**config.mk**
```make
export PLATFORM = sky130hd
export DESIGN_NAME = tpc_isqrt
export DESIGN_NICKNAME = d
export VERILOG_FILES = /design/src/rtl/tpc_isqrt.sv
export SDC_FILE = /design/constraint.sdc
export NUM_CORES = 2
export LEC_CHECK = 0
export BUFFER_PORTS_ARGS = -buffer_cell sky130_fd_sc_hd__buf_2
export CORE_ASPECT_RATIO = 1.5
export CORE_UTILIZATION = 39
export CTS_CLUSTER_DIAMETER = 50
export CTS_CLUSTER_SIZE = 12
export DETAILED_ROUTE_END_ITERATION = 10
export GPL_TIMING_DRIVEN = 0
export PLACE_DENSITY = 0.64
export RECOVER_POWER = 100
export SYNTH_ARGS = -nofsm -noshare
export SYNTH_HDL_FRONTEND = slang
export SYNTH_SLANG_ARGS = --single-unit
```
**constraint.sdc**
```tcl
create_clock -name clk -period 3.6 [get_ports clk]
set_input_delay 0.36 -clock clk [delete_from_list [all_inputs] [get_ports clk]]
set_output_delay 0.36 -clock clk [all_outputs]
set_load 0.02 [all_outputs]
```
**src/rtl/tpc_isqrt.sv**
```systemverilog
// Pipelined integer square root, one root bit per register stage.
`default_nettype none

module tpc_isqrt #(
  parameter int RW = 29,
  parameter int SW = 1
) (
  input  logic            clk,
  input  logic            rst,
  input  logic            en,
  input  logic            in_valid,
  input  logic [2*RW-1:0] radicand,
  input  logic [SW-1:0]   side_in,
  output logic            out_valid,
  output logic [RW-1:0]   root,
  output logic [SW-1:0]   side_out
);

  localparam int W = 2 * RW + 1;

  logic [W-1:0]  rem [RW];
  logic [RW-1:0] rt  [RW+1];
  logic [SW-1:0] sd  [RW+1];
  logic          v   [RW+1];

  assign rem[0] = W'(radicand);
  assign rt[0]  = '0;
  assign sd[0]  = side_in;
  assign v[0]   = in_valid;

  for (genvar i = 0; i < RW; i++) begin : g_stage
    localparam int B = RW - 1 - i;
    logic [W-1:0] trial;
    logic         fits;

    // Growing the root by 2^B raises its square by root*2^(B+1) + 2^(2B).
    assign trial = (W'(rt[i]) << (B + 1)) + (W'(1) << (2 * B));
    assign fits  = rem[i] >= trial;

    always_ff @(posedge clk) begin
      if (rst) begin
        v[i+1] <= 1'b0;
      end else if (en) begin
        v[i+1] <= v[i];
      end
    end

    always_ff @(posedge clk) begin
      if (en) begin
        sd[i+1] <= sd[i];
        rt[i+1] <= rt[i] | (RW'(fits) << B);
      end
    end

    if (i < RW - 1) begin : g_rem
      always_ff @(posedge clk) begin
        if (en) begin
          rem[i+1] <= fits ? rem[i] - trial : rem[i];
        end
      end
    end
  end

  assign out_valid = v[RW];
  assign root      = rt[RW];
  assign side_out  = sd[RW];

endmodule

`default_nettype wire

```
* Word level (Yosys, flattened, before mapping)
Cells that the tools add are included.
Operators by class: add/subtract/negate cells 56, muxes and demuxes 28, reduce and logical (&&, ||, !) cells 0, $mul 0, equality and inequality tests 0, magnitude comparators 29, shift-type cells 0, divide/modulo/power cells 0, bitwise logic cells 28
Operator list (count):
- $mux W59 | 27
- $ge A59 B31 Y1 | 1
- $ge A59 B32 Y1 | 1
- $ge A59 B33 Y1 | 1
- $ge A59 B34 Y1 | 1
- $ge A59 B35 Y1 | 1
- $ge A59 B36 Y1 | 1
- $ge A59 B37 Y1 | 1
- $ge A59 B38 Y1 | 1
- $ge A59 B39 Y1 | 1
- $ge A59 B40 Y1 | 1
- $ge A59 B41 Y1 | 1
- $ge A59 B42 Y1 | 1
- $ge A59 B43 Y1 | 1
- $ge A59 B44 Y1 | 1
- $ge A59 B45 Y1 | 1
- $ge A59 B46 Y1 | 1
- $ge A59 B47 Y1 | 1
- $ge A59 B48 Y1 | 1
- $ge A59 B49 Y1 | 1
- $ge A59 B50 Y1 | 1
- $ge A59 B51 Y1 | 1
- $ge A59 B52 Y1 | 1
- $ge A59 B53 Y1 | 1
- 91 further kinds | 91
Word-level totals: RAM bits 0, latch bits 0, flip-flop bits (word level) 2523, memories kept 0, output and inout port bits 31, memory bits (read-only) 0

* Depth between registers and ports, before layout
depth in word-level cells 3, mapped depth 14, gate-level depth less buffers 13

* Worst setup path before layout
No wires, ideal clock.
path type register to register, start point reg rem[857] (netlist name), end point reg rem[817] (netlist name), data pin, setup time 0.266 ns, arrival time 3.117 ns, cell stages (with the launch flop) 10, slack 0.217 ns, data required time 3.334 ns, cell sequence edfxtp_1 > ha_1 > or4b_2 > nor4_1 > a21oi_1 > o211ai_2 > o211ai_1 > or4b_2 > nor3_1 > xor2_1
Between the ends: longest elaborated chain between the ends 2, elaborated cells on any way between the ends 3, classes of those cells add/sub (1); order compare (1); mux (1)
Ends and longest elaborated chain:
- start, declared | RTL line 21 | logic [W-1:0] rem [RW];
- start signal, assigned by index | RTL line 58 | rem[i+1] <= fits ? rem[i] - trial : rem[i];
- $sub A59 B45 Y59 / $ge A59 B45 Y1 (equally long branches) | RTL line 58, 38
- $mux W59 (*) | RTL line 58
Mark *: on every way between the ends. The rest lies on a longest branch, timed or not. A chain may end at the register's enable or synchronous reset.

* Worst setup path in the final report
start point reg rem[388] (netlist name), end point reg rem[341] (netlist name), data pin
Between the ends: longest elaborated chain between the ends 2, elaborated cells on any way between the ends 3, classes of those cells add/sub (1); order compare (1); mux (1)
Ends and longest elaborated chain (RTL line):
- $sub A59 B37 Y59 / $ge A59 B37 Y1 (equally long branches) | 58, 38
- $mux W59 (*) | 58
Marked as above.

==> out/metrics.yaml <==
outcome: "finished, violations left"
violations: "max-capacitance violations, max-slew violations, negative setup slack"
ant_nets: 0
nets: 9165
syn-cell-area_um2: 102000
worstReg2RegEnd: "rem[341]$_DFFE_PP_"
clkSlewWorstSetupHoldPaths_ns: 0.06
first_pass_iters: 7
worst_slew_pin_slew_ns: 2.18
die_height_um: 630
hold_viol: 0
synth_edf_count: 2116
rrSetupSlack_ns: -0.22
drive_gt1_frac: 0.122
dieArea_um2: 265000
ys_seq_area_frac: 0.626
antenna_found_initial: 5
cts_tree: "built"
place_hpwl_mm: 216
async_flop_share: 0
slew_headroom: -0.455
drv_slew: 90
r2r_cells: 11
finalClockSkew_ns: 0.117
viasPerCell: 5.45
insertion_delay_ns: 0.93
critPathLaunchType: "flop"
synthCells: 8117
rsz0062_at_grt: "true"
grt_use_total: 0.211
avgSynthCellArea_um2: 12.6
fin_tns_setup_ns: -2.90
regArea_um2: 64100
setup_ws_ns: -0.219
cp_max_fo: 7
rows: 230
synth_seq_cells: 2145
whs_ns: 0.0637
grt.overflow.total: 0
ys_warn_count: 0
cts_root_buffer: "clkbuf_16"
syn_to_final_growth_pct: 15.9
total_power_w: 0.0712
die_w_um: 420
setup_violations: 60
synth.distinct_cells: 97
port_buffers: 92
drt_iter0_drc: 3681
p_leak_nw: 44.0
drc_errors: 0
grt_max_degree: 180
ctsLongestPathBuffers: 4
grt_pass1_vias: 69700
r2r_start: "rem[388]$_DFFE_PP_"
wl_mm: 284
period_needed_ns: 3.82
synthFlopType: "edfxtp_1"
finalCritPeriodShare: 1.06
multi_input_area_um2: 38300
n_fill_cell: 23400
critPathArrivalTime_ns: 4.45
min-delay-path-class: "in2reg"
grt_pass1_wl_mm: 415
worstSetupEndpointType: "flop"
routedWlPerCell_um: 23.3
routabilityCongestion: 1.00
via_count: 66400
num_io_pins: 94
crit_type: "reg2reg"
pwr_density_cell_nw_per_um2: 600
setup.worst_path.start: "rem[388]$_DFFE_PP_"
htree_levels: 4
ir_worst_vdd_uv: 465
fmax_mhz: 262
numCtsBuffers: 223
cp.required_ns: 4.23
core_um2: 261000
syn_nets: 8640
cts_sinks: 2145
endpoint: "rem[341]$_DFFE_PP_"
drv_cap: 1
start_util: 0.392
report_power, final:
part	switching (W)	internal, W	total (W)
clock network	0.00927	0.0118	0.0210
logic	0.00980	0.00647	0.0163
registers	0.00250	0.0314	0.0339
worst min path at each step:
stage	startpoint	to	slack (ns)	cells after the start
after global routing	en	rem[1167]$_DFFE_PP_	0.12	1
after global placement	sd[9]$_DFFE_PP_	sd[8]$_DFFE_PP_	0.41	0
after detailed placement	sd[10]$_DFFE_PP_	sd[9]$_DFFE_PP_	0.40	0
final	en	sd[28]$_DFFE_PP_	0.06	1
after CTS	en	sd[24]$_DFFE_PP_	0.07	1
after floorplan	sd[11]$_DFFE_PP_	sd[10]$_DFFE_PP_	0.40	0
cells in the mapped netlist, types with 19 or more instances:
cell type	instances	share of area
nand2_1	471	0.017
nor2_1	582	0.021
a21o_1	203	0.015
nand2b_1	73	0.0045
o21ai_0	339	0.017
nand3_1	142	0.0069
and2_1	33	0.0020
or2_2	29	0.0018
nand3b_1	31	0.0023
o31ai_1	40	0.0029
ha_1	460	0.056
dfxtp_1	29	0.0057
or4_1	77	0.0056
or3_1	87	0.0053
a21oi_1	508	0.025
o21a_1	88	0.0065
inv_1	563	0.021
clkbuf_1	140	0.0051
o21bai_1	32	0.0023
o211ai_1	30	0.0022
and3_1	50	0.0031
nor2b_1	81	0.0049
mux2_2	74	0.0081
nor4b_1	46	0.0039
nor3b_1	19	0.0014
nor4_1	268	0.016
a211oi_1	28	0.0021
and4_1	20	0.0017
mux2i_1	39	0.0038
nand4_1	132	0.0081
xnor2_1	368	0.031
edfxtp_1	2116	0.62
nand4b_1	19	0.0016
nor3_1	207	0.010
xor2_1	375	0.032
a31oi_1	42	0.0026
routing by layer:
layer	global-route usage	share of wire	vias to the layer above
met4	0.201	0.11	0
met3	0.0262	0.029	950
met5	0	0	-
met2	0.442	0.59	1764
li1	-	-	31400
met1	0.150	0.27	32300
stage by stage:
step	cells	instance area (um^2)	setup slack, ns	util
after floorplan	8117	102000	0.217	-
after detailed placement	11700	108000	-1.92	0.412
after global placement	11700	107000	-30.56	0.410
final	12200	119000	-0.219	0.454
after CTS	12100	117000	-0.263	0.450
after global routing	12200	119000	-0.156	0.454
critical path: stages, from the launching register on:
cell and delay (ns):
edfxtp_1 0.44, ha_4 0.35, nand3_4 0.16, nor4_1 0.27, nand4_1 0.52, o31ai_4 0.45, a311o_1 0.20, a41oi_2 0.05
buf_4 0.19, or4_4 0.54, nor4_4 0.19, xor2_1 0.26
cell type report:
cell class / instances / share of cell area
inverters: 566 / 0.0180
clock buffers: 240 / 0.0484
repair buffers: 337 / 0.0231
well taps: 3480 / 0.0367
flip-flops and latches: 2145 / 0.540
plain buffers: 128 / 0.00584
clock inverters: 51 / 0.00461
diodes: 11 / 0.000232
multi-input cells: 5241 / 0.323
flip-flops by register name (all words and copies together) (netlist names):
name	flops
rem	1652
rt	406
root	29
sd	28
v	28
out_valid	1
side_out	1
repair_timing:
item / 4_1_cts / 5_1_grt
pin swaps: 98 / 78
hold endpoints to repair: 80 / 0
endpoints found under the setup margin: 834 / 585
gates cloned: 7 / 2
setup buffers: 100 / 67
resized for setup: 443 / 210
hold buffers: 62 / 0
layout by cell type (no fill, tap or decap), types with 62 or more instances in the layout:
cell / count
nor3_1: 170
clkbuf_1: 130
edfxtp_1: 2116
buf_4: 131
o21a_1: 86
mux2_2: 66
inv_1: 561
or3_1: 82
nor2_1: 568
nand4_1: 132
nand2b_1: 71
ha_1: 400
nand2_1: 465
xnor2_1: 353
o21ai_0: 322
xor2_1: 364
a21o_1: 202
clkbuf_16: 227
nand3_1: 132
dlygate4sd3_1: 62
a21oi_1: 480
nor4_1: 215
nor2b_1: 78
logic make-up (layout without fill, tap and decap cells):
kind of cell               count (synthesis)  count (layout)  share of synthesized area
AOI/OAI and AO/OA                       1500            1501                     0.0912
buffers and inverters                    736            1322                     0.0275
adders and majority gates                460             460                     0.0562
xor gates and xnor gates                 743             743                     0.0636
other                                      1              12                  0.0000366
DFF                                     2145            2145                      0.626
muxes                                    113             113                     0.0120
and+or+nand+nor                         2419            2423                      0.123
No activity file was read; power rests on OpenSTA's default activity.
