$ cat src/rtl/tpc_div.sv
// Pipelined restoring divider, one quotient bit per register stage.
`default_nettype none

module tpc_div #(
  parameter int NW = 49,
  parameter int DW = 25,
  parameter int QW = 32,
  parameter int SW = 1
) (
  input  logic          clk,
  input  logic          rst,
  input  logic          en,
  input  logic          in_valid,
  input  logic [NW-1:0] dividend,
  input  logic [DW-1:0] divisor,
  input  logic [SW-1:0] side_in,
  output logic          out_valid,
  output logic [QW-1:0] quotient,
  output logic [SW-1:0] side_out
);

  localparam int W = (NW > DW + QW) ? NW : DW + QW;

  // The caller guarantees that the quotient fits in QW bits.
  logic [W-1:0]  rem [QW];
  logic [DW-1:0] dv  [QW+1];
  logic [QW-1:0] q   [QW+1];
  logic [SW-1:0] sd  [QW+1];
  logic          v   [QW+1];

  assign rem[0] = W'(dividend);
  assign dv[0]  = divisor;
  assign q[0]   = '0;
  assign sd[0]  = side_in;
  assign v[0]   = in_valid;

  for (genvar i = 0; i < QW; i++) begin : g_stage
    localparam int K = QW - 1 - i;
    logic [W-1:0] shifted;
    logic         fits;

    assign shifted = W'(dv[i]) << K;
    assign fits    = rem[i] >= shifted;

    always_ff @(posedge clk) begin
      if (rst) begin
        v[i+1] <= 1'b0;
      end else if (en) begin
        v[i+1] <= v[i];
      end
    end

    // Bit K of the partial quotient is still clear here, so an OR sets it.
    always_ff @(posedge clk) begin
      if (en) begin
        dv[i+1] <= dv[i];
        sd[i+1] <= sd[i];
        q[i+1]  <= q[i] | (QW'(fits) << K);
      end
    end

    if (i < QW - 1) begin : g_rem
      always_ff @(posedge clk) begin
        if (en) begin
          rem[i+1] <= fits ? rem[i] - shifted : rem[i];
        end
      end
    end
  end

  assign out_valid = v[QW];
  assign quotient  = q[QW];
  assign side_out  = sd[QW];

endmodule

`default_nettype wire

$ cat config.mk
export PLATFORM = sky130hd
export DESIGN_NAME = tpc_div
export DESIGN_NICKNAME = d
export VERILOG_FILES = /design/src/rtl/tpc_div.sv
export SDC_FILE = /design/constraint.sdc
export NUM_CORES = 2
export LEC_CHECK = 0
export BUFFER_PORTS_ARGS = -buffer_cell sky130_fd_sc_hd__clkbuf_2
export CORE_ASPECT_RATIO = 0.7
export CORE_MARGIN = 8
export CORE_UTILIZATION = 35
export CTS_BUF_LIST = sky130_fd_sc_hd__clkbuf_8 sky130_fd_sc_hd__clkbuf_16
export DETAILED_ROUTE_END_ITERATION = 8
export GPL_ROUTABILITY_DRIVEN = 0
export HOLD_SLACK_MARGIN = 0.08
export PLACE_DENSITY = 0.59
export RECOVER_POWER = 100
export SLEW_MARGIN = 20
export SYNTH_ARGS = -nofsm -noshare
export SYNTH_HDL_FRONTEND = slang
export SYNTH_SLANG_ARGS = --single-unit
$ cat constraint.sdc
create_clock -name clk -period 5.14 [get_ports clk]
set_clock_uncertainty 0.15 [all_clocks]
set_input_delay 0.257 -clock clk [delete_from_list [all_inputs] [get_ports clk]]
set_output_delay 0.257 -clock clk [all_outputs]
set_load 0.03 [all_outputs]
* Yosys cells after proc, flatten, opt, wreduce, memory -nomap -nowiden
Index checks and enable logic that the tools add are counted.
** Storage, ports and cells
- Bits in registers :: 3599
- Word-level logic and storage cells :: 284
** Cells by class
- $add $sub $neg :: 31
- Order comparisons :: 32
- Muxes and demuxes :: 31
- Bitwise gates (word level) :: 31
** Operators by type and width (count)
- two-way mux 57 bit :: 30
- >= comparator 57 x 25 -> 1 bit :: 1
- >= comparator 57 x 26 -> 1 bit :: 1
- >= comparator 57 x 27 -> 1 bit :: 1
- >= comparator 57 x 28 -> 1 bit :: 1
- >= comparator 57 x 29 -> 1 bit :: 1
- >= comparator 57 x 30 -> 1 bit :: 1
- >= comparator 57 x 31 -> 1 bit :: 1
- >= comparator 57 x 32 -> 1 bit :: 1
- >= comparator 57 x 33 -> 1 bit :: 1
- >= comparator 57 x 34 -> 1 bit :: 1
- >= comparator 57 x 35 -> 1 bit :: 1
- >= comparator 57 x 36 -> 1 bit :: 1
- >= comparator 57 x 37 -> 1 bit :: 1
- >= comparator 57 x 38 -> 1 bit :: 1
- >= comparator 57 x 39 -> 1 bit :: 1
- >= comparator 57 x 40 -> 1 bit :: 1
- >= comparator 57 x 41 -> 1 bit :: 1
- >= comparator 57 x 42 -> 1 bit :: 1
- >= comparator 57 x 43 -> 1 bit :: 1
- >= comparator 57 x 44 -> 1 bit :: 1
- >= comparator 57 x 45 -> 1 bit :: 1
- >= comparator 57 x 46 -> 1 bit :: 1
- >= comparator 57 x 47 -> 1 bit :: 1
- other kinds (72) :: 72

* Logic depth before layout (Yosys ltp)
- Word-level depth :: 2
- Mapped depth :: 15

* Worst setup path before layout
Ideal clock, no wire load.
- Kind :: reg2reg
- Start :: register rem[99] (netlist bit)
- End :: register rem[45] (netlist bit), data pin
- Arrival time :: 3673 ps
- Setup slack :: 1052 ps
- Stages on the path, launching flop included :: 13
- Period minus slack after synthesis :: 4088 ps
- Cells stage by stage :: edfxtp_1 > or4_1 > or3_1 > buf_2 > or4_4 > o31ai_1 > a311o_2 > o31ai_2 > or4b_4 > or3_4 > buf_6 > nor3_1 > xor2_1
** On the way
- Word-level cells in the longest chain between the ends :: 2
- Elaborated cells between the ends (all ways) :: 3
- Classes of those cells :: add/sub (1); order compare (1); mux (1)
** Ends and longest elaborated chain
- from (decl) :: line 25 : logic [W-1:0] rem [QW];
- from (signal, indexed assignment) :: line 65 : rem[i+1] <= fits ? rem[i] - shifted : rem[i];
- subtractor 57 x 26 -> 57 bit or >= comparator 57 x 26 -> 1 bit (tied branches) :: line 65, 43
- two-way mux 57 bit * :: line 65
Every way passes the cells marked *; elsewhere a longest branch is shown, timed or not.
A chain may end at the register's enable or synchronous reset.

* Worst setup path after layout
- Start :: register rem[1418] (netlist bit)
- End :: register rem[1338] (netlist bit), data pin
** On the way
- Word-level cells in the longest chain between the ends :: 2
** Ends and longest elaborated chain
- >= comparator 57 x 49 -> 1 bit :: line 43 : assign fits = rem[i] >= shifted;
- two-way mux 57 bit :: line 65
No other way between the ends.

==> run_results.csv <==
group,metric,value,unit
yosys,syn_nets,13800,
yosys,synth-seq-area-share,60.1,%
critical_path,crit_required,5660,ps
yosys,netlist_area,156000,µm²
routing,dr.pass1.iters,6,
power,cellPowerDensity,527,nW/µm²
finish,area_growth,12.6,%
power,irDropWorstVdd,0.000286,V
worst_hold_path,min_path_cells,0,
place,dp_hpwl,277000,µm
yosys,yosys.area.top_type,"edfxtp_1",
global_routing,gr-total-overflow,0,
floorplanning,fp.coreArea,445000,µm²
global_routing,grt_pass1_wl,574000,µm
status,violations,"max-capacitance violations, max-slew violations",
clock_tree,clock_sinks,3134,
global_routing,grt_use_met3,3.14,%
timing,finalHoldViolCount,0,
run,maxCapViolCount,26,
routing,first_iter_violations,11300,
global_routing,grt_util_met1,25.2,%
clock_tree,clockRootBuffer,"clkbuf_16",
place,io_buffers,112,
finish,final_nets,14200,
clock_tree,htreeDepth,5,
yosys,synthCells,12900,
yosys,synth_edf_count,3102,
clock_tree,clk_latency,980,ps
floorplanning,fp.dieH,575,µm
global_routing,antenna_found_initial,11,
timing,slew_headroom,-78.2,%
critical_path,reg2reg_to,"rem[1338]",
routing,finalWirelength,374000,µm
critical_path,critPathKind,"flop to flop",
global_routing,grt_pass1_vias,94700,
routing,ant_nets,0,
global_routing,grt_max_degree,183,
yosys,synth_cell_types,89,
timing,rsz0062_at_grt,"no",
timing,fin_crit_sh,96.9,%
place,pre_cts_ws,545,ps
global_routing,gr-usage-all-layers,15.4,%
critical_path,cp-startpoint,"rem[1418]",
yosys,synthArstFlopShare,0,%
routing,viasPerCell,5.22,
routing,routedWlPerCell,19.2,µm
timing,fin_tns_setup,0,ps
critical_path,r2r-start,"rem[1418]",
timing,clock.fmax,201,MHz
routing,vias,102000,
global_routing,use_met2,20.4,%
yosys,synth_area_per_cell,12.1,µm²
clock_tree,cts_tree,"yes",
yosys,synth_top_area_share,59.7,%
timing,fin_ws,160,ps
critical_path,worstPathMaxFanout,33,
critical_path,end_kind,"flop",
yosys,synth_most_common_cell,"edfxtp_1",
floorplanning,die_w,814,µm
critical_path,critPathCapture,"rem[1338]",
critical_path,startpoint_type,"flop",
status,status,"complete, but fails checks",
finish,drive_gt1_share,6.19,%
timing,setup_viol,0,
timing,slew_viol_final,1978,
yosys,yosysWarnings,0,
clock_tree,postCtsSetupRepairBufs,0,
clock_tree,path_clk_slew,60,ps
yosys,yosys-top-cells-count,"edfxtp_1 (3102), inv_1 (1021), a21oi_1 (906), nor2_1 (906), nand2_1 (848)",
timing,worst_pin_slew,2670,ps
floorplanning,io_pins,113,
critical_path,arrival,5500,ps
critical_path,rr_worst_depth,9,
timing,fin_crit,4980,ps
critical_path,r2r_slack,160,ps
routing,drc,0,
clock_tree,clockBufferDepth,4,
yosys,synth_seq_cells,3134,
global_routing,grt_busiest_layer,"met1",
floorplanning,start_util,35.1,%
power,cellLeakagePower,65.9,nW
floorplanning,die-area,468000,µm²
finish,fill_cells,42000,
finish,final_util,39.5,%
floorplanning,num_rows,205,
worst_hold_path,hp-class,"flop to flop",
yosys,synthFlopType,"edfxtp_1",
yosys,synthTopCellsByArea,"edfxtp_1 (60%), ha_1 (6.4%), xnor2_1 (3.3%), a21oi_1 (2.9%), xor2_1 (2.9%)",
clock_tree,cts_buffers,321,
layout by cell type, fill, tap and decap left out, drive strengths merged, types with 56 or more instances in the layout:
master	Yosys	routed
a211oi	56	56
a21o	376	376
a21oi	906	906
a31oi	78	78
and3	84	84
clkbuf	253	548
clkinv	0	118
dlygate4sd3	0	162
edfxtp	3102	3102
ha	793	793
inv	1021	1109
mux2	182	182
nand2	848	848
nand2b	133	133
nand3	235	235
nand4	164	164
nor2	906	906
nor2b	124	124
nor3	267	267
nor4	250	250
o21a	106	106
o21ai	663	663
o21bai	84	84
o31ai	68	68
or3	122	122
or4	79	79
xnor2	589	589
xor2	517	517
metal layers:
layer	part of all wire (%)	up-vias
met5	0.0091	-
met4	2.0	4
met3	8.6	467
met2	38	3377
met1	51	49100
li1	-	48600
registers in the layout, summed over array words and instances, names as in the netlist:
name and count:
dv 775, out_valid 1, v 31, side_out 1
rem 1767, q 496, sd 31, quotient 32
logic make-up (layout without fill, tap and decap cells):
| logic type | count (synthesis) | count (layout) | synth area share [%] |
|---|---|---|---|
| and+or+nand+nor | 3486 | 3486 | 11.1 |
| DFF | 3134 | 3134 | 60.1 |
| AOI/OAI and AO/OA | 2750 | 2750 | 11.0 |
| buffers and inverters | 1323 | 2030 | 3.26 |
| xor gates and xnor gates | 1106 | 1106 | 6.21 |
| adders and majority gates | 824 | 824 | 6.75 |
| muxes | 229 | 229 | 1.61 |
| other | 0 | 3 | 0 |
worst min-delay path by stage:
stage | from | end | slack (ps)
after floorplan | rst | out_valid | 180
after global placement | q[435] | q[403] | 250
after detailed placement | q[140] | q[108] | 250
after CTS | divisor[1] | rem[1742] | 110
after global routing | divisor[1] | rem[1742] | 210
final | q[67] | q[35] | 220
stage by stage:
| stage | cells | power (mW) | cell area, µm² | hold WS, ps |
|---|---|---|---|---|
| 2_1_floorplan | 12900 | 59.5 | 156000 | 179 |
| 3_3_place_gp | 18700 | 68.7 | 164000 | 250 |
| 3_5_place_dp | 18700 | 68.9 | 164000 | 255 |
| 4_1_cts | 19500 | 93.0 | 177000 | 106 |
| 5_1_grt | 19500 | 98.0 | 176000 | 209 |
| 6_report | 19500 | 92.6 | 176000 | 221 |
cell type report:
cell class                 instances  area (µm²)  share of cell area, %
timing repair buffer             433        3020                   1.72
antenna                            3        7.51                0.00427
multi-input combinational       8395       57200                   32.6
sequential                      3134       93800                   53.4
clock buffer                     329        8230                   4.69
inverter                        1021        3830                   2.18
tap                             5899        7380                   4.20
clock inverter                   247        2220                   1.26
critical path: stages, from the launching register on:
cell and delay [ps]:
edfxtp_1 470, or3_1 450, or2_0 410, or4_1 550, nor4_1 1160, nand3_1 160
and3b_1 280, o21ai_4 340, clkbuf_1 380, mux2_2 370
timing repair:
item,in CTS,in global routing
setup endpoints to repair,0,7
gates resized for setup,0,2
endpoints found under the hold margin,764,0
hold buffers,162,0
power by group:
group / switching, mW / total, mW / internal (mW) / leakage (nW)
Sequential: 3.79 / 38.5 / 34.7 / 30.2
Combinational: 17.9 / 30.6 / 12.7 / 30.2
Clock: 10.2 / 23.5 / 13.3 / 5.39
Power figures use the tool's default switching activity.
