$ cat src/rtl/tpc_pkg.sv
// Shared widths, register codes and bundle types of the trapezoid profile calculator.
`default_nettype none

package tpc_pkg;

  localparam int RATE_W   = 24;
  localparam int FACTOR_W = 17;
  localparam int COUNT_W  = 32;
  localparam int TIME_W   = 32;
  localparam int CFG_W    = 32;
  localparam int EDGE_W   = 25;
  localparam int NSQ_W    = 48;
  localparam int ESQ_W    = 50;
  localparam int ACNT_W   = 56;
  localparam int RAD_W    = 58;
  localparam int ROOT_W   = 29;
  localparam int RATE_BITS_DEFAULT = 24;

  localparam logic [TIME_W-1:0] ALL_ONES = 32'hFFFF_FFFF;

  localparam logic [RATE_W-1:0] MIN_RATE_RESET   = 24'd120;
  localparam logic [CFG_W-1:0]  TIMER_RATE_RESET = 32'd2000000;

  typedef enum logic [1:0] {
    REG_MINIMAL_RATE = 2'd0,
    REG_TIMER_RATE   = 2'd1,
    REG_S_CURVE      = 2'd2
  } cfg_reg_t;

  typedef struct packed {
    logic [COUNT_W-1:0] accel_until;
    logic [COUNT_W-1:0] decel_after;
    logic [RATE_W-1:0]  start_rate;
    logic [RATE_W-1:0]  end_rate;
    logic [RATE_W-1:0]  peak_rate;
    logic [TIME_W-1:0]  accel_time;
    logic [TIME_W-1:0]  decel_time;
    logic [TIME_W-1:0]  accel_time_inv;
    logic [TIME_W-1:0]  decel_time_inv;
  } result_t;

  typedef struct packed {
    logic               acc_big;
    logic               dec_big;
    logic               x_big;
    logic               x_pos;
    logic               a_nz;
    logic [COUNT_W-1:0] cnt;
  } acc_side_t;

  typedef struct packed {
    logic [ESQ_W-1:0]  s2;
    logic [RATE_W-1:0] acc;
  } dec_side_t;

  typedef struct packed {
    logic [RATE_W-1:0] nom;
    logic [EDGE_W-1:0] s;
    logic [EDGE_W-1:0] e;
  } x_side_t;

  typedef struct packed {
    logic [COUNT_W-1:0] acc_until;
    logic [COUNT_W-1:0] dec_after;
    logic               plateau;
    logic [RATE_W-1:0]  nom;
    logic [EDGE_W-1:0]  s;
    logic [EDGE_W-1:0]  e;
    logic [RATE_W-1:0]  acc;
  } sq_side_t;

  typedef struct packed {
    logic               sat_a;
    logic               sat_d;
    logic [COUNT_W-1:0] acc_until;
    logic [COUNT_W-1:0] dec_after;
  } ta_side_t;

  typedef struct packed {
    logic [EDGE_W-1:0] s;
    logic [EDGE_W-1:0] e;
    logic [RATE_W-1:0] peak;
  } td_side_t;

  typedef struct packed {
    logic [TIME_W-1:0]  ta;
    logic [TIME_W-1:0]  td;
    logic [COUNT_W-1:0] acc_until;
    logic [COUNT_W-1:0] dec_after;
  } ia_side_t;

endpackage

`default_nettype wire

$ cat src/rtl/tpc_outbuf.sv
// Output register with a skid entry that decouples the pipeline from the receiver.
`default_nettype none

module tpc_outbuf (
  input  logic             clk,
  input  logic             rst,
  input  logic             in_valid,
  input  tpc_pkg::result_t in_data,
  output logic             hold,
  output logic             out_valid,
  output tpc_pkg::result_t out_data,
  input  logic             stall
);

  import tpc_pkg::*;

  logic    skid_valid;
  result_t skid;

  assign hold = skid_valid;

  always_ff @(posedge clk) begin
    if (rst) begin
      out_valid  <= 1'b0;
      skid_valid <= 1'b0;
    end else if (out_valid && stall) begin
      if (in_valid && !skid_valid) begin
        skid_valid <= 1'b1;
      end
    end else if (skid_valid) begin
      out_valid  <= 1'b1;
      skid_valid <= 1'b0;
    end else begin
      out_valid <= in_valid;
    end
  end

  always_ff @(posedge clk) begin
    if (out_valid && stall) begin
      if (in_valid && !skid_valid) begin
        skid <= in_data;
      end
    end else if (skid_valid) begin
      out_data <= skid;
    end else if (in_valid) begin
      out_data <= in_data;
    end
  end

endmodule

`default_nettype wire

$ cat config.mk
export PLATFORM = sky130hd
export DESIGN_NAME = tpc_outbuf
export DESIGN_NICKNAME = d
export VERILOG_FILES = /design/src/rtl/tpc_pkg.sv /design/src/rtl/tpc_outbuf.sv
export SDC_FILE = /design/constraint.sdc
export NUM_CORES = 1
export LEC_CHECK = 0
export ABC_AREA = 1
export BUFFER_PORTS_ARGS = -buffer_cell sky130_fd_sc_hd__buf_4
export CAP_MARGIN = 25
export CELL_PAD_IN_SITES_DETAIL_PLACEMENT = 1
export CELL_PAD_IN_SITES_GLOBAL_PLACEMENT = 1
export CORE_MARGIN = 8
export CORE_UTILIZATION = 42
export DETAILED_ROUTE_END_ITERATION = 7
export PLACE_DENSITY_LB_ADDON = 0.08
export SLEW_MARGIN = 40
export SYNTH_ARGS = -nofsm -noshare
export SYNTH_HDL_FRONTEND = slang
export SYNTH_SLANG_ARGS = --single-unit
$ cat constraint.sdc
create_clock -name clk -period 19.75 [get_ports clk]
set_clock_uncertainty 0.1 [all_clocks]
set_input_delay 2.9625 -clock clk [delete_from_list [all_inputs] [get_ports clk]]
set_output_delay 2.9625 -clock clk [all_outputs]
set_load 0.02 [all_outputs]
After elaboration in Yosys (flattened, before gate mapping)
Index checks and enable logic that the tools add are counted.
{ "classes": {"n_addsub": 0, "mul": 0, "div": 0, "n_lt_le_gt_ge": 0, "eq_ne": 0, "n_shift": 0, "muxes": 3, "bitwise": 1, "n_reduce_logical": 7} }
{ "op_table": {"columns": ["cell", "count"], "rows": [
  ["two-way mux 264 bit", 2],
  ["AND reduction 2 bit", 2],
  ["logical AND 1 bit", 2],
  ["nonzero test 2 bit", 1],
  ["OR reduction 2 bit", 1],
  ["logical NOT 1 bit", 1],
  ["two-way mux 1 bit", 1],
  ["NOT 1 bit", 1]
]} }
{ "totals": {"register_bits": 530, "latch_bits": 0, "ram_bits": 0, "mem_bits_ro": 0, "input_bits": 268, "output_inout_bits": 266, "wordCells": 31, "mem_count": 0} }

Depth between registers and ports, before layout
Gate-level depths: netlist of run 1.
{ "logic_depth": {"word_depth": 3, "depth_mapped": 5, "ltp_nobuf": 3} }

Worst setup path after synthesis of run 1
OpenSTA, ideal clock, no wires.
{ "synth_path": {"path_type": "input -> register", "start": "in in_valid", "end": "reg out_data[0] (netlist name), enable pin", "setup_time_ps": 976, "arrival_ps": 15678, "t_required_ps": 18674, "path_slack_ps": 2996, "cell_stages": 2, "path_buffers": 0, "path_cell_list": "nor2_1 a21oi_1"} }
{ "synth_between": {"elab_chain_len": 2} }
{ "synth_lines": {"columns": ["item", "line", "source"], "rows": [
  ["start: declaration", "tpc_outbuf.sv:7", "input logic in_valid,"],
  ["nonzero test 2 bit (no source line)", null, null],
  ["AND reduction 2 bit (no source line)", null, null],
  ["end signal: assignment", "tpc_outbuf.sv:44", "out_data <= skid;"],
  ["end signal: assignment", "tpc_outbuf.sv:46", "out_data <= in_data;"],
  ["end: declaration", "tpc_outbuf.sv:11", "output tpc_pkg::result_t out_data,"]
]} }
No other way between the ends.
A chain may end at the register's enable or synchronous reset.

Final worst setup path of run 1
{ "layout_path": {"start": "in stall", "end": "reg skid[71] (netlist name), enable pin"} }
{ "layout_between": {"elab_chain_len": 2} }
{ "layout_lines": {"columns": ["item", "line", "source"], "rows": [
  ["start: declaration", "tpc_outbuf.sv:12", "input logic stall"],
  ["logical AND 1 bit", "tpc_outbuf.sv:39", "if (out_valid && stall) begin"],
  ["AND reduction 2 bit (no source line)", null, null],
  ["end signal: assignment", "tpc_outbuf.sv:41", "skid <= in_data;"],
  ["end: declaration", "tpc_outbuf.sv:18", "result_t skid;"]
]} }
No other way between the ends.

==> summary.md, run 1 <==
| Metric | Value |
|---|---|
| Layout area overhead | `30.9%` |
| Delay of the slowest critical-path stage | `560 ps` |
| Post-DP Area | `24300 um2` |
| Root Buffer | `clkbuf_16` |
| Power Total | `2.51 mW` |
| Most used cell, CP | `buf_6` |
| Post-route DRC | `0` |
| All-Layer GR Usage | `20.0%` |
| Routed vias | `12300` |
| Worst slew margin relative to its limit | `50.2%` |
| Worst Path Max Fanout | `72` |
| Post-Synthesis Cells | `1390` |
| Commonest cells after routing, fill and taps aside | `buf_4 (534), edfxtp_1 (528), inv_1 (265), nand2_1 (265), o21ai_0 (202)` |
| Via/cell ratio | `4.72` |
| DRT Pass-1 Iters | `7` |
| Setup CP Type | `input port to flop` |
| Fmax | `203 MHz` |
| Post-route clock period utilization | `24.9%` |
| Filler cells | `4701` |
| Net Count, Synth | `1658` |
| # Post-CTS Setup Buffers | `0` |
| Fin Setup TNS | `0 ps` |
| Non-filler instance count after layout | `2599` |
| Final Util | `55.7%` |
| Largest net degree at the start of global routing | `155` |
| # clock sinks | `530` |
| Share of post-route cells with drive strength above 1 | `30.9%` |
| HP Class | `flop to flop` |
| DIE WIDTH | `233 um` |
| Setup violators final | `0` |
| Placed insts | `2486` |
| Mean area per synthesized cell | `14.2 um2` |
| Power Density | `97.0 nW/um2` |
| Outcome | `finished, final reports clean` |
| Clock Tree Buf Depth | `3` |
| MaxCap Viol Count | `0` |
| Reg clk slew, reported paths | `60 ps` |
| Final #Nets | `2204` |
| Worst Path Required | `19860 ps` |
| Final RePlAce weighted congestion | `0.781` |
| Yosys cell types | `13` |
| Antenna Nets Post-Route | `0` |
| Antenna violations before repair | `19` |
| Critical path cell sequence | `buf_4 > nand3_1 > nor2_4 > buf_6 > buf_12 > buf_16 > buf_6` |
| Crit-path slowest cell | `buf_6` |
| LEAKAGE | `10.4 nW` |
| CTS buffer count | `55` |
| CP Data Arrival Time | `5030 ps` |
| HPWL Detailed | `40.6 mm` |
| H-tree depth | `2` |
| Post-synthesis sequential area ratio | `80.3%` |
| Fin. max-slew vios | `0` |
| Die ar. | `54300 um2` |
| Maximum VDD drop | `0.0700 mV` |
| Latest clock arrival within the worst-skew pair | `580 ps` |
| # resized after CTS | `0` |
| Final non-filler cell area | `25900 um2` |
| I/O pins | `534` |
| Fin. Hold Viols | `0` |
| Die Height | `233 um` |
| First-pass GRT wire length | `80.8 mm` |
| Ys Warns | `0` |
| WL final | `56.5 mm` |
| FF+latch count, synth | `530` |
| Reg area | `15900 um2` |
| Cts-stage hold buffer count | `0` |
| CORE AREA | `46600 um2` |
| Iteration-0 DRC Markers | `742` |
| Routed len/inst | `21.7 um` |
| Multi-input gate area | `2370 um2` |
| CTS tree | `yes` |
| Worst setup SP type | `input port` |
| Slew @ Worst Pin | `747 ps` |
| Mapped Area | `19800 um2` |
| Site Rows | `79` |
| Grt total ovfl | `0` |
| Port Buffer Count | `533` |
| RSZ-0062 raised after global routing | `no` |
| Initial Util | `42.5%` |
| Min Tclk post-route | `4920 ps` |
| Number of global-route vias before repair | `12800` |
| Crit path capture type | `flop` |
| Commonest non-fill, non-tap cell in the layout | `buf_4` |
[report_power, final]
| group | internal (mW) | switching, mW |
|---|---|---|
| Sequential | 1.31 | 0.0203 |
| Clock | 0.538 | 0.411 |
| Combinational | 0.0962 | 0.141 |
| Total | 1.94 | 0.572 |
[state kept, by name, summed over array words and instances (netlist names)]
register and flops:
out_data 264, hold 1, skid 264, out_valid 1
[worst paths after layout]
kind	startpoint	to	slack (ps)	cells after the start
max	stall	skid[71]	14830	7
min	skid[246]	out_data[246]	420	2
max reg2reg	hold	out_data[247]	16350	5
min reg2reg	skid[246]	out_data[246]	420	2
[kinds of logic (layout without fill, tap and decap cells)]
group,count (synthesis),after routing,share of synthesized area [%]
flops,530,530,80.3
buf+inv,324,912,7.87
simple gates,270,270,5.13
compound gates,266,266,6.72
other cells,0,14,0
[per-stage QoR]
step / hold WS, ps / worst slack, ps
floorplan: 400 / 3000
global placement: 404 / 13400
detailed placement: 415 / 14220
CTS: 426 / 14850
global route: 447 / 14710
finish: 422 / 14830
[critical path, delay by kind of cell]
family	cells	cell delay, ps
buffers and inverters	5	1480
AND/OR/NAND/NOR	2	430
[synth_stat cells (all sizes together)]
cell	instances	area share, %
edfxtp	528	80
inv	265	5.0
nand2	265	5.0
o21ai	265	6.7
buf	55	2.8
clkbuf	4	0.076
nor2	3	0.057
dfxtp	2	0.20
nand3	2	0.051
a21oi	1	0.025
[metal layers]
layer  share of wire [%]  GRT usage (%)  wire length (um)  vias to the layer above
met5                0.16              0                91                        -
met4                 2.5           7.27              1400                       12
met3                 9.6           8.03              5430                       77
met2                  51           33.8             28600                      384
met1                  37           22.7             20900                     5967
li1                    -              -                 -                     5820
[area by class of cell]
cell class	count	share of cell area, %
Inverter	265	3.84
Antenna cell	14	0.135
Tap cell	607	2.93
Clock buffer	77	5.79
Sequential cell	530	61.3
Multi-Input combinational cell	536	9.13
Timing Repair Buffer	548	16.4
Clock inverter	22	0.434
Power figures use the tool's default switching activity.
==> run 2, diff against run 1 <==
Settings changed: ABC_AREA 1 to 0, CORE_UTILIZATION 42 to 45.
Clock period 19.75 ns to 4.9 ns, I/O delays scaled along.
==> summary.md, run 2 <==
| Metric | Value |
|---|---|
| Power Total | `10.3 mW` |
| CORE AREA | `44200 um2` |
| # clock sinks | `530` |
| Maximum VDD drop | `0.335 mV` |
| Initial Util | `45.6%` |
| Post-route DRC | `0` |
| Fmax | `399 MHz` |
| Final non-filler cell area | `26500 um2` |
| Post-DP Area | `24700 um2` |
| Slew @ Worst Pin | `865 ps` |
| Layout area overhead | `31.3%` |
| Mux cell area share after synthesis | `19.2%` |
| Post-Synthesis Cells | `830` |
| Worst slew margin relative to its limit | `42.3%` |
| Post-synthesis sequential area ratio | `78.8%` |
| Clock Tree Buf Depth | `3` |
| WL final | `52.1 mm` |
| Share of post-route cells with drive strength above 1 | `61.3%` |
| Yosys top cell area share | `78.6%` |
| Top FF cell, synth | `edfxtp_1` |
| Outcome | `finished, final reports clean` |
| I/O pins | `534` |
| Setup CP Type | `flop to primary output` |
| Power Density | `388 nW/um2` |
| Met1 Use GR | `22.0%` |
| Largest registers | `out_data (264), skid (264)` |
| All-Layer GR Usage | `19.3%` |
| Post-route clock period utilization | `51.1%` |
| Area fraction in compound gates after synthesis | `0.0496%` |
| Worst Path Required | `4070 ps` |
| Area contributors post-synth | `edfxtp_1 (79%), mux2_4 (18%), mux2_2 (1.5%)` |
| Site Rows | `77` |
| Via/cell ratio | `4.88` |
| Routed vias | `9967` |
| M3 GR Usage | `7.88%` |
| Number of buffers and inverters on the critical path | `2` |
| Die ar. | `51800 um2` |
| First-pass GRT wire length | `72.9 mm` |
| Fin. Hold Viols | `0` |
| Die Height | `228 um` |
| DRT Pass-1 Iters | `4` |
| CTS buffer count | `55` |
| Antenna violations before repair | `12` |
| Fin. max-slew vios | `0` |
| Grt met2 use | `32.5%` |
| Delay-heaviest family, CP | `flip-flops` |
| CTS tree | `yes` |
| Final #Nets | `1668` |
| DIE WIDTH | `228 um` |
| Antenna Nets Post-Route | `0` |
| Yosys cell types | `13` |
| LEAKAGE | `10.2 nW` |
| Reg clk slew, reported paths | `60 ps` |
| Number of synthesized flops with an enable pin | `528` |
| RSZ-0062 raised after global routing | `no` |
| Synth Area in Adders | `0%` |
| Delay of the slowest critical-path stage | `590 ps` |
| H-tree depth | `2` |
| Worst setup SP type | `flop` |
| Hold slack | `215 ps` |
| Routed len/inst | `25.5 um` |
| Area leader, netlist | `edfxtp_1` |
| Grt total ovfl | `0` |
| Number of global-route vias before repair | `10900` |
| Most frequent cell after synthesis | `edfxtp_1` |
| Min Tclk post-route | `2510 ps` |
| HP Class | `input port to flop` |
| Worst Path Max Fanout | `32` |
| Synth top cells by count | `edfxtp_1 (528), mux2_4 (238), mux2_2 (26)` |
| Iteration-0 DRC Markers | `677` |
| # Post-CTS Setup Buffers | `0` |
| Root Buffer | `clkbuf_16` |
| Net Count, Synth | `1098` |
| Mean area per synthesized cell | `24.3 um2` |
| Fin Setup TNS | `0 ps` |
| Setup violators final | `0` |
| CP Data Arrival Time | `1670 ps` |
| MaxCap Viol Count | `0` |
| Commonest non-fill, non-tap cell in the layout | `buf_4` |
| FF+latch count, synth | `530` |
| Synth Area in Simple Gates | `0.0993%` |
| Largest net degree at the start of global routing | `145` |
| Cts-stage hold buffer count | `0` |
| Mapped Area | `20200 um2` |
| Crit path capture type | `primary output` |
| Critical path cell sequence | `buf_12 > buf_4` |
| Synth Area in XOR/XNOR | `0%` |
| Final RePlAce weighted congestion | `0.783` |
| Commonest cells after routing, fill and taps aside | `buf_4 (535), edfxtp_1 (528), mux2_4 (238), clkbuf_16 (57), mux2_2 (26)` |
| Port Buffer Count | `533` |
| Async S/R FF share, synth | `0%` |
| Largest family of logic cells by synthesized area | `multiplexers` |
| HPWL Detailed | `37.3 mm` |
| Ys Warns | `0` |
| Filler cells | `3830` |
| Crit-path slowest cell | `dfxtp_4` |
| Gr busiest metal | `met2` |
| # resized after CTS | `0` |
| Latest clock arrival within the worst-skew pair | `590 ps` |
## run 2: changes by cell type in the layout (fill, tap and decap cells not counted), moves of 26 or more
cell and delta:
nand2_1 -265, mux2_4 +238, o21ai_1 -63, o21ai_0 -202
inv_1 -265, mux2_2 +26
## run 2: final timing paths
path,startpoint,end,slack (ps),cells after the start
setup / recovery,hold,hold,2390,2
hold / removal,rst,out_valid,210,2
setup reg to reg,hold,out_data[43],2720,4
hold reg to reg,skid[193],out_data[193],440,1
## run 2: layout make-up
| class | count | area, um2 | area share (%) |
|---|---|---|---|
| clock buffer | 74 | 1490 | 5.63 |
| timing repair buffer | 543 | 4180 | 15.8 |
| tap | 592 | 741 | 2.80 |
| antenna | 8 | 20.0 | 0.0756 |
| multi-input combinational | 270 | 3940 | 14.9 |
| clock inverter | 27 | 203 | 0.765 |
| sequential | 530 | 15900 | 60.0 |
## run 2: kinds of logic (layout without fill, tap and decap cells)
family / after synthesis / count (layout)
AO/OA/AOI/OAI: 2 / 2
AND/OR/NAND/NOR: 4 / 4
buffers and inverters: 30 / 644
multiplexers: 264 / 264
flip-flops: 530 / 530
other: 0 / 8
## run 2: routing by layer
| layer | routed length, um | share of wire (%) |
|---|---|---|
| met1 | 18900 | 36 |
| met2 | 26500 | 51 |
| met3 | 5220 | 10 |
| met4 | 1490 | 2.9 |
| met5 | 67 | 0.13 |
## run 2: per-stage QoR
step / setup slack [ps] / instances / utilization [%]
after floorplan: -3080 / 830 / -
after CTS: 2330 / 2035 / 59.8
after global routing: 2310 / 2043 / 59.9
final: 2390 / 2044 / 59.9
after detailed placement: 2480 / 1934 / 55.9
after global placement: 2460 / 1933 / 55.9
## run 2: power by group
| group | switching [mW] | internal (mW) |
|---|---|---|
| logic | 0.505 | 0.496 |
| clock network | 1.67 | 2.28 |
| registers | 0.0679 | 5.24 |
| total | 2.25 | 8.02 |
